### src/rtl/rbwb_pkg.sv
package rbwb_pkg;

  // Build constants
  localparam int LAYER_COUNT = 12;
  localparam int COORD_BITS  = 12;

  // Field widths
  localparam int TEXEL_W    = 12;
  localparam int CENTER_W   = 13;
  localparam int RADIUS_W   = 12;
  localparam int LAYER_W    = 4;
  localparam int WEIGHT_W   = 8;
  localparam int STEP_W     = 5;
  localparam int CFG_IDX_W  = 2;
  localparam int CFG_DATA_W = 13;

  // Datapath widths: magnitude of a coordinate difference, its square, the
  // radicand padded to an even width, and the root.
  localparam int MAG_W  = ((COORD_BITS > CENTER_W - 1) ? COORD_BITS : CENTER_W - 1) + 1;
  localparam int DIFF_W = MAG_W + 1;
  localparam int SQ_W   = 2 * MAG_W;
  localparam int SUM_W  = SQ_W + 1;
  localparam int RAD_W  = SQ_W + 2;
  localparam int ROOT_W = MAG_W + 1;
  localparam int REM_W  = ROOT_W + 2;
  localparam int DIST_W = ROOT_W + 1;
  localparam int RING_W = DIST_W - 1;

  localparam logic [MAG_W-1:0] COORD_MASK = MAG_W'((64'd1 << COORD_BITS) - 64'd1);

  localparam logic [STEP_W-1:0]   STEP_CORE  = STEP_W'(25);
  localparam logic [WEIGHT_W-1:0] WEIGHT_MAX = WEIGHT_W'(255);

  typedef enum logic [CFG_IDX_W-1:0] {
    REG_CENTER_X     = 2'd0,
    REG_CENTER_Y     = 2'd1,
    REG_BRUSH_RADIUS = 2'd2,
    REG_PAINT_LAYER  = 2'd3
  } cfg_reg_t;

  // Step of soft ring r: floor(25 / (2(r+1))); zero from ring twelve on.
  function automatic logic [STEP_W-1:0] ring_step(input logic [RING_W-1:0] ring);
    logic [STEP_W-1:0] s;
    case (ring)
      RING_W'(0):  s = STEP_W'(12);
      RING_W'(1):  s = STEP_W'(6);
      RING_W'(2):  s = STEP_W'(4);
      RING_W'(3):  s = STEP_W'(3);
      RING_W'(4):  s = STEP_W'(2);
      RING_W'(5):  s = STEP_W'(2);
      RING_W'(6):  s = STEP_W'(1);
      RING_W'(7):  s = STEP_W'(1);
      RING_W'(8):  s = STEP_W'(1);
      RING_W'(9):  s = STEP_W'(1);
      RING_W'(10): s = STEP_W'(1);
      RING_W'(11): s = STEP_W'(1);
      default:     s = '0;
    endcase
    return s;
  endfunction

endpackage

### src/rtl/rbwb_if.sv
interface rbwb_in_if import rbwb_pkg::*; ();
  logic                valid;
  logic                ready;
  logic [TEXEL_W-1:0]  texel_x;
  logic [TEXEL_W-1:0]  texel_y;
  logic [LAYER_W-1:0]  layer_index;
  logic [WEIGHT_W-1:0] weight_in;

  modport source (output valid, texel_x, texel_y, layer_index, weight_in, input ready);
  modport sink   (input valid, texel_x, texel_y, layer_index, weight_in, output ready);
endinterface

interface rbwb_out_if import rbwb_pkg::*; ();
  logic                valid;
  logic                ready;
  logic [WEIGHT_W-1:0] weight_out;
  logic [STEP_W-1:0]   step_used;

  modport source (output valid, weight_out, step_used, input ready);
  modport sink   (input valid, weight_out, step_used, output ready);
endinterface

interface rbwb_cfg_if import rbwb_pkg::*; ();
  logic                  valid;
  logic                  ready;
  logic [CFG_IDX_W-1:0]  index;
  logic [CFG_DATA_W-1:0] data;

  modport source (output valid, index, data, input ready);
  modport sink   (input valid, index, data, output ready);
endinterface

### src/rtl/radial_blend_weight_brush.sv
// Channel  Direction  Payload
// texel    in         texel_x, texel_y, layer_index, weight_in
// result   out        weight_out, step_used
// cfg      in         index, data (0 centre x, 1 centre y, 2 radius, 3 paint layer)
//
// One transaction per cycle in and out while the result side accepts; the pipeline
// depth depends on the coordinate and centre widths, set by the one-bit-per-stage square root.
// rst clears the stage valid bits and the configuration registers; no clearing pass.
// Each stage holds while its successor is full and stalled, so a stall on the
// result side fills bubbles first and drops or repeats nothing.
module radial_blend_weight_brush import rbwb_pkg::*; (
  input  logic       clk,
  input  logic       rst,
  rbwb_in_if.sink    texel,
  rbwb_out_if.source result,
  rbwb_cfg_if.sink   cfg
);

  localparam int NST      = ROOT_W + 6;
  localparam int ST_DIST  = NST - 3;
  localparam int ST_STEP  = NST - 2;
  localparam int ST_OUT   = NST - 1;

  // Configuration registers
  logic signed [CENTER_W-1:0] center_x;
  logic signed [CENTER_W-1:0] center_y;
  logic [RADIUS_W-1:0]        brush_radius;
  logic [LAYER_W-1:0]         paint_layer;

  assign cfg.ready = 1'b1;

  always_ff @(posedge clk) begin
    if (rst) begin
      center_x     <= '0;
      center_y     <= '0;
      brush_radius <= '0;
      paint_layer  <= '0;
    end else if (cfg.valid) begin
      case (cfg_reg_t'(cfg.index))
        REG_CENTER_X:     center_x     <= cfg.data;
        REG_CENTER_Y:     center_y     <= cfg.data;
        REG_BRUSH_RADIUS: brush_radius <= cfg.data[RADIUS_W-1:0];
        REG_PAINT_LAYER:  paint_layer  <= cfg.data[LAYER_W-1:0];
        default: ;
      endcase
    end
  end

  // Stage handshake: a stage loads when empty or when its successor loads
  logic [NST-1:0] vld;
  logic [NST:0]   go;
  logic [NST-1:0] vin;

  always_comb begin
    go[NST] = result.ready;
    for (int k = NST - 1; k >= 0; k--) begin
      go[k] = !vld[k] || go[k+1];
    end
    vin[0] = texel.valid;
    for (int k = 1; k < NST; k++) begin
      vin[k] = vld[k-1];
    end
  end

  assign texel.ready = go[0];

  always_ff @(posedge clk) begin
    if (rst) begin
      vld <= '0;
    end else begin
      for (int k = 0; k < NST; k++) begin
        if (go[k]) begin
          vld[k] <= vin[k];
        end
      end
    end
  end

  // Stage 0: absolute coordinate differences
  logic [MAG_W-1:0]  tx_m, ty_m;
  logic [DIFF_W-1:0] dx, dy;
  logic [MAG_W-1:0]  adx, ady;
  logic [LAYER_W-1:0]  lay0, lay1;
  logic [WEIGHT_W-1:0] wgt0, wgt1;

  always_comb begin
    tx_m = MAG_W'(texel.texel_x) & COORD_MASK;
    ty_m = MAG_W'(texel.texel_y) & COORD_MASK;
    dx   = {1'b0, tx_m} - DIFF_W'(center_x);
    dy   = {1'b0, ty_m} - DIFF_W'(center_y);
  end

  always_ff @(posedge clk) begin
    if (go[0]) begin
      adx  <= dx[DIFF_W-1] ? MAG_W'(-dx) : dx[MAG_W-1:0];
      ady  <= dy[DIFF_W-1] ? MAG_W'(-dy) : dy[MAG_W-1:0];
      lay0 <= texel.layer_index;
      wgt0 <= texel.weight_in;
    end
  end

  // Stage 1: squares
  logic [SQ_W-1:0] sqx, sqy;

  always_ff @(posedge clk) begin
    if (go[1]) begin
      sqx  <= adx * adx;
      sqy  <= ady * ady;
      lay1 <= lay0;
      wgt1 <= wgt0;
    end
  end

  // Stage 2: sum of squares, seeding the root pipeline
  logic [RAD_W-1:0]    rad  [ROOT_W+1];
  logic [REM_W-1:0]    rem  [ROOT_W+1];
  logic [ROOT_W-1:0]   root [ROOT_W+1];
  logic [LAYER_W-1:0]  lays [ROOT_W+1];
  logic [WEIGHT_W-1:0] wgts [ROOT_W+1];
  logic [SUM_W-1:0]    sq_sum;

  assign sq_sum = SUM_W'(sqx) + SUM_W'(sqy);

  always_ff @(posedge clk) begin
    if (go[2]) begin
      rad[0]  <= RAD_W'(sq_sum);
      rem[0]  <= '0;
      root[0] <= '0;
      lays[0] <= lay1;
      wgts[0] <= wgt1;
    end
  end

  // Root stages: one result bit each, restoring method
  for (genvar j = 0; j < ROOT_W; j++) begin : g_root
    logic [REM_W-1:0] rem_sh;
    logic [REM_W-1:0] trial;

    always_comb begin
      rem_sh = {rem[j][REM_W-3:0], rad[j][RAD_W-1 -: 2]};
      trial  = {root[j], 2'b01};
    end

    always_ff @(posedge clk) begin
      if (go[3+j]) begin
        rad[j+1]  <= rad[j] << 2;
        lays[j+1] <= lays[j];
        wgts[j+1] <= wgts[j];
        if (rem_sh >= trial) begin
          rem[j+1]  <= rem_sh - trial;
          root[j+1] <= {root[j][ROOT_W-2:0], 1'b1};
        end else begin
          rem[j+1]  <= rem_sh;
          root[j+1] <= {root[j][ROOT_W-2:0], 1'b0};
        end
      end
    end
  end

  // Round the root up where a remainder is left
  logic [DIST_W-1:0]   distance;
  logic [LAYER_W-1:0]  lay_d, lay_s;
  logic [WEIGHT_W-1:0] wgt_d, wgt_s;

  always_ff @(posedge clk) begin
    if (go[ST_DIST]) begin
      distance <= DIST_W'(root[ROOT_W]) + DIST_W'(rem[ROOT_W] != '0);
      lay_d    <= lays[ROOT_W];
      wgt_d    <= wgts[ROOT_W];
    end
  end

  // Step from distance: core, soft rings two units wide, then nothing
  logic [RADIUS_W-1:0] core;
  logic [RADIUS_W-1:0] rings;
  logic [DIST_W-1:0]   off;
  logic [RING_W-1:0]   ring;
  logic [STEP_W-1:0]   step_c;
  logic [STEP_W-1:0]   step;

  always_comb begin
    core  = brush_radius - (brush_radius >> 1);
    rings = brush_radius >> 2;
    off   = distance - DIST_W'(core) - DIST_W'(1);
    ring  = off[DIST_W-1:1];
    if (distance <= DIST_W'(core)) begin
      step_c = STEP_CORE;
    end else if (ring >= RING_W'(rings)) begin
      step_c = '0;
    end else begin
      step_c = ring_step(ring);
    end
  end

  always_ff @(posedge clk) begin
    if (go[ST_STEP]) begin
      step  <= step_c;
      lay_s <= lay_d;
      wgt_s <= wgt_d;
    end
  end

  // Output register: saturating gain on paint layer, loss elsewhere; layer >= 12 passes as is
  logic [WEIGHT_W:0]   w_up;
  logic [WEIGHT_W-1:0] w_new;
  logic [STEP_W-1:0]   step_new;
  logic                lay_ok;

  always_comb begin
    lay_ok = (5'(lay_s) < 5'(LAYER_COUNT));
    w_up   = (WEIGHT_W+1)'(wgt_s) + (WEIGHT_W+1)'(step);
    if (!lay_ok) begin
      w_new    = wgt_s;
      step_new = '0;
    end else if (lay_s == paint_layer) begin
      w_new    = w_up[WEIGHT_W] ? WEIGHT_MAX : w_up[WEIGHT_W-1:0];
      step_new = step;
    end else begin
      w_new    = (wgt_s < WEIGHT_W'(step)) ? '0 : wgt_s - WEIGHT_W'(step);
      step_new = step;
    end
  end

  always_ff @(posedge clk) begin
    if (go[ST_OUT]) begin
      result.weight_out <= w_new;
      result.step_used  <= step_new;
    end
  end

  assign result.valid = vld[ST_OUT];

endmodule
### src/flat_wrapper.sv
// flat-port wrapper written by rule: the top's interface ports become plain ports
module radial_blend_weight_brush_flat import rbwb_pkg::*;
  (clk, rst, texel_valid, texel_texel_x, texel_texel_y, texel_layer_index, texel_weight_in, texel_ready, result_valid, result_weight_out, result_step_used, result_ready, cfg_valid, cfg_index, cfg_data, cfg_ready);
  rbwb_in_if texel_i ();
  rbwb_out_if result_i ();
  rbwb_cfg_if cfg_i ();
  input  logic clk;
  input  logic rst;
  input wire logic [$bits(texel_i.valid)-1:0] texel_valid;
  input wire logic [$bits(texel_i.texel_x)-1:0] texel_texel_x;
  input wire logic [$bits(texel_i.texel_y)-1:0] texel_texel_y;
  input wire logic [$bits(texel_i.layer_index)-1:0] texel_layer_index;
  input wire logic [$bits(texel_i.weight_in)-1:0] texel_weight_in;
  output wire logic [$bits(texel_i.ready)-1:0] texel_ready;
  output wire logic [$bits(result_i.valid)-1:0] result_valid;
  output wire logic [$bits(result_i.weight_out)-1:0] result_weight_out;
  output wire logic [$bits(result_i.step_used)-1:0] result_step_used;
  input wire logic [$bits(result_i.ready)-1:0] result_ready;
  input wire logic [$bits(cfg_i.valid)-1:0] cfg_valid;
  input wire logic [$bits(cfg_i.index)-1:0] cfg_index;
  input wire logic [$bits(cfg_i.data)-1:0] cfg_data;
  output wire logic [$bits(cfg_i.ready)-1:0] cfg_ready;
  assign texel_i.valid = texel_valid;
  assign texel_i.texel_x = texel_texel_x;
  assign texel_i.texel_y = texel_texel_y;
  assign texel_i.layer_index = texel_layer_index;
  assign texel_i.weight_in = texel_weight_in;
  assign texel_ready = texel_i.ready;
  assign result_valid = result_i.valid;
  assign result_weight_out = result_i.weight_out;
  assign result_step_used = result_i.step_used;
  assign result_i.ready = result_ready;
  assign cfg_i.valid = cfg_valid;
  assign cfg_i.index = cfg_index;
  assign cfg_i.data = cfg_data;
  assign cfg_ready = cfg_i.ready;
  radial_blend_weight_brush u_core (.clk(clk), .rst(rst), .texel(texel_i), .result(result_i), .cfg(cfg_i));
endmodule
### config.mk
export PLATFORM = sky130hd
export DESIGN_NAME = radial_blend_weight_brush_flat
export DESIGN_NICKNAME = d
export VERILOG_FILES = /design/src/rtl/rbwb_pkg.sv /design/src/rtl/rbwb_if.sv /design/src/rtl/radial_blend_weight_brush.sv /design/src/flat_wrapper.sv
export SDC_FILE = /design/constraint.sdc
export NUM_CORES = 2
export LEC_CHECK = 0
export BUFFER_PORTS_ARGS = -buffer_cell sky130_fd_sc_hd__buf_2
export CORE_ASPECT_RATIO = 1.2
export CORE_MARGIN = 4
export CORE_UTILIZATION = 51
export DETAILED_ROUTE_END_ITERATION = 8
export PLACE_DENSITY = 0.69
export SLEW_MARGIN = 20
export SYNTH_ARGS = -nofsm -noshare
export SYNTH_HDL_FRONTEND = slang
export SYNTH_SLANG_ARGS = --single-unit
export TNS_END_PERCENT = 5
### constraint.sdc
create_clock -name clk -period 7.57 [get_ports clk]
set_input_delay 0.757 -clock clk [delete_from_list [all_inputs] [get_ports clk]]
set_output_delay 0.757 -clock clk [all_outputs]
set_load 0.01 [all_outputs]
## Word-level counts from Yosys, hierarchy flattened

Memory sizes are Yosys's and may differ from the RTL's. A register that Yosys moved wholly into a read port is not among the register bits.
Index checks and enable logic that the tools add are counted.

- Bits in writable memories: 1050
- Memories kept: 6
- Output and inout bits: 16
- Register bits after elaboration: 209
- Latch bits: 0
- Input bits: 56
- ROM bits: 64
- Logic and storage cells: 321

Memory list:

| name | words | bits a word | read ports | clocked after Yosys merged registers in | write ports | RTL line | source |
|---|---|---|---|---|---|---|---|
| u_core.rad | 15 | 28 | 14 | 0 | 15 | radial_blend_weight_brush.sv:115 | `logic [RAD_W-1:0] rad [ROOT_W+1];` |
| u_core.rem | 15 | 16 | 15 | 0 | 15 | radial_blend_weight_brush.sv:116 | `logic [REM_W-1:0] rem [ROOT_W+1];` |
| u_core.root | 15 | 14 | 15 | 0 | 15 | radial_blend_weight_brush.sv:117 | `logic [ROOT_W-1:0] root [ROOT_W+1];` |
| u_core.wgts | 15 | 8 | 15 | 1 | 15 | radial_blend_weight_brush.sv:119 | `logic [WEIGHT_W-1:0] wgts [ROOT_W+1];` |
| (no name shown) | 16 | 4 | 1 | 0 | 0 | rbwb_pkg.sv:44 | `case (ring)` |
| u_core.lays | 15 | 4 | 15 | 1 | 15 | radial_blend_weight_brush.sv:118 | `logic [LAYER_W-1:0] lays [ROOT_W+1];` |

- Shifts and indexed selects: 0
- Add/subtract/negate cells: 25
- Magnitude comparators: 18
- Reduce and logical (&&, ||, !) cells: 48
- Muxes and demuxes: 150
- Bitwise gates (word level): 29
- Div/mod/pow operators: 0
- Equal/unequal tests: 4
- Multiply operators: 2

Operator list:

| kind | count |
|---|---|
| 16-bit greater-or-equal comparator | 14 |
| 16-bit 2-to-1 mux | 14 |
| 16-bit subtractor | 14 |
| 14-bit 2-to-1 mux | 14 |
| 1-bit 2-to-1 mux | 114 |
| 13-bit by 13-bit multiplier with 26-bit output | 2 |
| 8-bit 2-to-1 mux | 4 |
| 1-bit OR | 28 |
| 13-bit by 13-bit subtractor with 14-bit output | 2 |
| 26-bit by 26-bit adder with 27-bit output | 1 |
| 13-bit 2-to-1 mux | 2 |
| 13-bit negation | 2 |
| 1-bit zero test | 20 |
| 1-bit logical OR | 20 |
| 16-bit nonzero test | 1 |
| 14-bit by 1-bit adder with 15-bit output | 1 |
| 15-bit by 12-bit less-or-equal comparator with 1-bit output | 1 |
| 15-bit by 1-bit subtractor with 15-bit output, second input constant | 1 |
| 15-bit by 12-bit subtractor with 15-bit output | 1 |
| 14-bit by 10-bit greater-or-equal comparator with 1-bit output | 1 |
| 12-bit by 11-bit subtractor with 12-bit output | 1 |
| 10-bit zero test | 1 |
| 5-bit 2-to-1 mux | 2 |
| 8-bit by 5-bit adder with 9-bit output | 1 |
| other kinds (10) | 14 |

## Depth between registers and ports, before layout

- Depth in word-level cells: 21
- Depth in mapped cells: 24

## Worst setup path before layout

Ideal clock, no wire load.

- Kind: input to register
- Start: input result_ready
- End: register u_core.lay1[0], enable pin
- Buffers on the path: 1
- Path slack: 0.710 ns
- Setup time: 0.840 ns
- Cell stages on the path: 9
- Data arrival time: 6.020 ns
- Cells stage by stage: nand2b_4 -> nor2_4 -> inv_2 -> or4_4 -> buf_6 -> nor3_4 -> nand4_1 -> nor2_2 -> nand3_1

- Word-level cells in the longest chain between the ends: 19

RTL lines:

| item | RTL line | source |
|---|---|---|
| from (decl) | flat_wrapper.sv:18 | `input wire logic [$bits(result_i.ready)-1:0] result_ready;` |
| 1-bit logical OR (2 in series) | radial_blend_weight_brush.sv:57 | `go[k] = !vld[k] \|\| go[k+1];` |
| net u_core.go[18] | radial_blend_weight_brush.sv:51 | `logic [NST:0] go;` |
| 1-bit logical OR (5 in series) | radial_blend_weight_brush.sv:57 |  |
| net u_core.go[13] | radial_blend_weight_brush.sv:51 |  |
| 1-bit logical OR (9 in series) | radial_blend_weight_brush.sv:57 |  |
| net u_core.go[4] | radial_blend_weight_brush.sv:51 |  |
| 1-bit logical OR (3 in series) | radial_blend_weight_brush.sv:57 |  |
| net u_core.go[1] | radial_blend_weight_brush.sv:51 |  |
| to (signal assigned) | radial_blend_weight_brush.sv:109 | `lay1 <= lay0;` |
| to (decl) | radial_blend_weight_brush.sv:83 | `logic [LAYER_W-1:0] lay0, lay1;` |

The timed path passes the listed nets, and every way through them passes these cells.
A chain may end at the register's enable or synchronous reset.

## Final worst setup path

- Start: register u_core.ady[2]
- End: register u_core.sqy[24], data pin

- Word-level cells in the longest chain between the ends: 1

RTL lines:

| item | RTL line | source |
|---|---|---|
| from (decl) | radial_blend_weight_brush.sv:82 | `logic [MAG_W-1:0] adx, ady;` |
| from (signal assigned) | radial_blend_weight_brush.sv:96 | `ady <= dy[DIFF_W-1] ? MAG_W'(-dy) : dy[MAG_W-1:0];` |
| 13-bit by 13-bit multiplier with 26-bit output | radial_blend_weight_brush.sv:108 | `sqy <= ady * ady;` |
| to (signal assigned) | radial_blend_weight_brush.sv:108 |  |
| to (decl) | radial_blend_weight_brush.sv:103 | `logic [SQ_W-1:0] sqx, sqy;` |

Every way passes these cells.

==> flow_metrics.tcl <==
set metrics [dict create \
    ys_types 89 \
    hp-start "texel_weight_in[5]" \
    fp.dieH_um 348 \
    worstReg2RegEnd "u_core.sqy[24]" \
    fin_crit_ps 6050 \
    holdWs_ps 274 \
    clkTransAtPathRegs_ps 60 \
    path_max_fanout 13 \
    netlist_area_mm2 0.0492 \
    grt_usage_pct 18.2 \
    seqCellArea_mm2 0.0262 \
    synth_top_cell_by_area "edfxtp_1" \
    outcome "finished clean" \
    h-tree-depth 3 \
    place_hpwl_um 68900 \
    critPathKind "reg -> reg" \
    ctsHoldBuffers 0 \
    fin_util_pct 56.6 \
    start_util_pct 51.5 \
    ys_warn_count 0 \
    cts_tree "yes" \
    fillers 7733 \
    coreArea_mm2 0.0954 \
    antenna_found_initial 1 \
    cp-start-kind "flop" \
    synthCells 4114 \
    routedWlPerCell_um 16.4 \
    setup_violations 0 \
    grt_max_degree 64 \
    num_vias 29400 \
    postRouteAntennaNets 0 \
    r2r_cells 18 \
    place_congestion 0.850 \
    post-route-period-util_pct 80.0 \
    async_flop_share_pct 0 \
    hold_path.class "in -> reg" \
    cts_setup_buffers 0 \
    max_freq_ghz 0.165 \
    area_growth_pct 9.77 \
    ys_ff_latch 895 \
    post_cts_resized 0 \
    fin_tns_setup_ps 0 \
    timing.final.ws_setup_ps 1520 \
    grt_pass1_wl_um 151000 \
    place_ws_ps 1620 \
    crit_buf_inv 3 \
    numPortBuffers 70 \
    grt_overflow 0 \
    die_w_um 291 \
    synth-edff-count 832 \
    finalClockSkew_ps 34.8 \
    root_buffer "clkbuf_16" \
    dieArea_mm2 0.101 \
    critPathMaxStageDelay_ps 670 \
    drtIter0Drc 1729 \
    crit_top_cell "fa_1" \
    fin_nets 4831 \
    cts_buffer_depth 3 \
    drt_first_pass_iters 7 \
    cp_top_family "adder cells" \
    syn_avg_cell_area_um2 12.0 \
    grt_pass1_vias 30400 \
    worstMarginPinSlew_ps 1050 \
    hold_violations 0 \
    synth_area_leaders "edfxtp_1, ha_1, fa_1, inv_1, xnor2_1" \
    rsz0062_at_grt "false" \
    holdPathEnd "u_core.wgt0[5]" \
    row_count 124 \
    max-cap-violations 0 \
    ios 72 \
    relSlewSlack_pct 29.9 \
    yosysSeqAreaShare_pct 53.4 \
    timing.rr.start "u_core.ady[2]" \
    multi_input_area_mm2 0.0206 \
    post_route_cells_drive_above_1_share_pct 7.02 \
    arrival_ps 6560 \
    crit_path_top_delay_cell "edfxtp_1" \
    min_path_cells 1 \
    worstPathRequired_ps 8070 \
    drt-total-wl_um 90900 \
    ys.flop_type "edfxtp_1" \
    endpoint_kind "flop" \
    drc_errors 0 \
    reg2reg_slack_ps 1520 \
    clock-sinks 895 \
    report.final.slew_viol_count 0 \
    synth_top_area_share_pct 50.8 \
    syn_nets 4728 \
    cts_buffers 88 \
    clk-insertion-delay-late_ps 660 \
    crit_chain "nand2_1 -> inv_1 -> fa_1 -> fa_1 -> inv_1 -> fa_1 -> inv_1 -> fa_1 -> fa_1 -> ha_1 -> or3_1 -> a21oi_1 -> o2111ai_1 -> a31oi_1 -> o21bai_1 -> a2111o_1 -> a211o_1 -> nand3_1" \
    vias_per_cell 5.31 \
]
==> synth_stat cells (23+ instances only) <==
cell,n
ha_1,354
clkbuf_1,68
xor2_1,110
o21bai_1,25
nand2b_1,40
nor2b_1,35
o21a_1,53
nand2_1,331
a21oi_1,250
fa_1,204
a31oi_1,25
inv_1,550
or3_1,27
o21ai_0,150
edfxtp_1,832
a21o_1,60
a211oi_1,23
and2_1,75
nor2_1,233
dfxtp_1,63
nand4_1,31
xnor2_1,148
nand3_1,71
nor3_1,82
==> how the worst max path moves through the flow <==
stage                        from        endpoint  slack (ps)  cells after the start
floorplan            result_ready  u_core.lay1[0]         710                      9
global placement    u_core.ady[3]  u_core.sqy[24]        1690                     18
detailed placement  u_core.ady[3]  u_core.sqy[24]        1620                     18
CTS                 u_core.ady[2]  u_core.sqy[24]        1560                     18
global route        u_core.ady[8]  u_core.sqy[24]        1130                     18
finish              u_core.ady[2]  u_core.sqy[24]        1520                     18
==> cell usage in the layout (no fill, tap or decap), drive strengths merged, types with 75 or more instances in the layout <==
cell    instances
nor2          235
fa            204
and2           75
ha            354
o21ai         151
clkbuf        109
xor2          110
nand2         332
buf            92
a21oi         250
xnor2         149
edfxtp        832
nor3           84
inv           557
==> through the flow <==
stage,area (µm²),instances
global placement,51000,5387
floorplan,49200,4114
finish,54000,5550
CTS,54000,5548
detailed placement,51000,5387
global route,54000,5548
==> per-layer routing <==
layer  wire (µm)  part of all wire [%]  up-vias  global-route usage (%)
met3        3540                   3.9      173                    2.56
met4        3340                   3.7        0                    6.64
met2       48800                    54      464                    34.6
met5           0                     0        -                       0
met1       35300                    39    14200                    20.9
li1            -                     -    14600                       -
==> kinds of logic after synthesis <==
family | after synthesis | synth area share (%)
fa+ha+maj | 558 | 17.3
flops | 895 | 53.4
other cells | 1 | 0.00763
simple gates | 1037 | 10.2
compound gates | 699 | 8.85
xor+xnor | 259 | 4.63
buf+inv | 631 | 4.86
mux | 34 | 0.745
==> state kept, by name, summed over array words and instances, names as in the netlist, 5 cells and up <==
signal and flops:
u_core.adx 13, u_core.ady 13, u_core.brush_radius 12, u_core.center_x 13
u_core.center_y 13, u_core.distance 15, u_core.lays 60, u_core.rad 209
u_core.rem 182, u_core.result.step_used 5, u_core.result.weight_out 8, u_core.root 105
u_core.sqx 25, u_core.sqy 25, u_core.step 5, u_core.vld 20
u_core.wgt0 8, u_core.wgt1 8, u_core.wgt_d 8, u_core.wgt_s 8
u_core.wgts 120
==> final cells by class <==
cell class / instances / area share (%)
Inverter: 552 / 3.84
Multi-Input combinational cell: 2588 / 38.2
Clock buffer: 109 / 4.34
Tap cell: 1260 / 2.92
Antenna cell: 2 / 0.00927
Clock inverter: 52 / 1.15
Timing Repair Buffer: 92 / 0.955
Sequential cell: 895 / 48.6
Power is left out: the tool's default activity adds up to more than one toggle a clock period on the data nets, which glitch-free logic cannot reach.
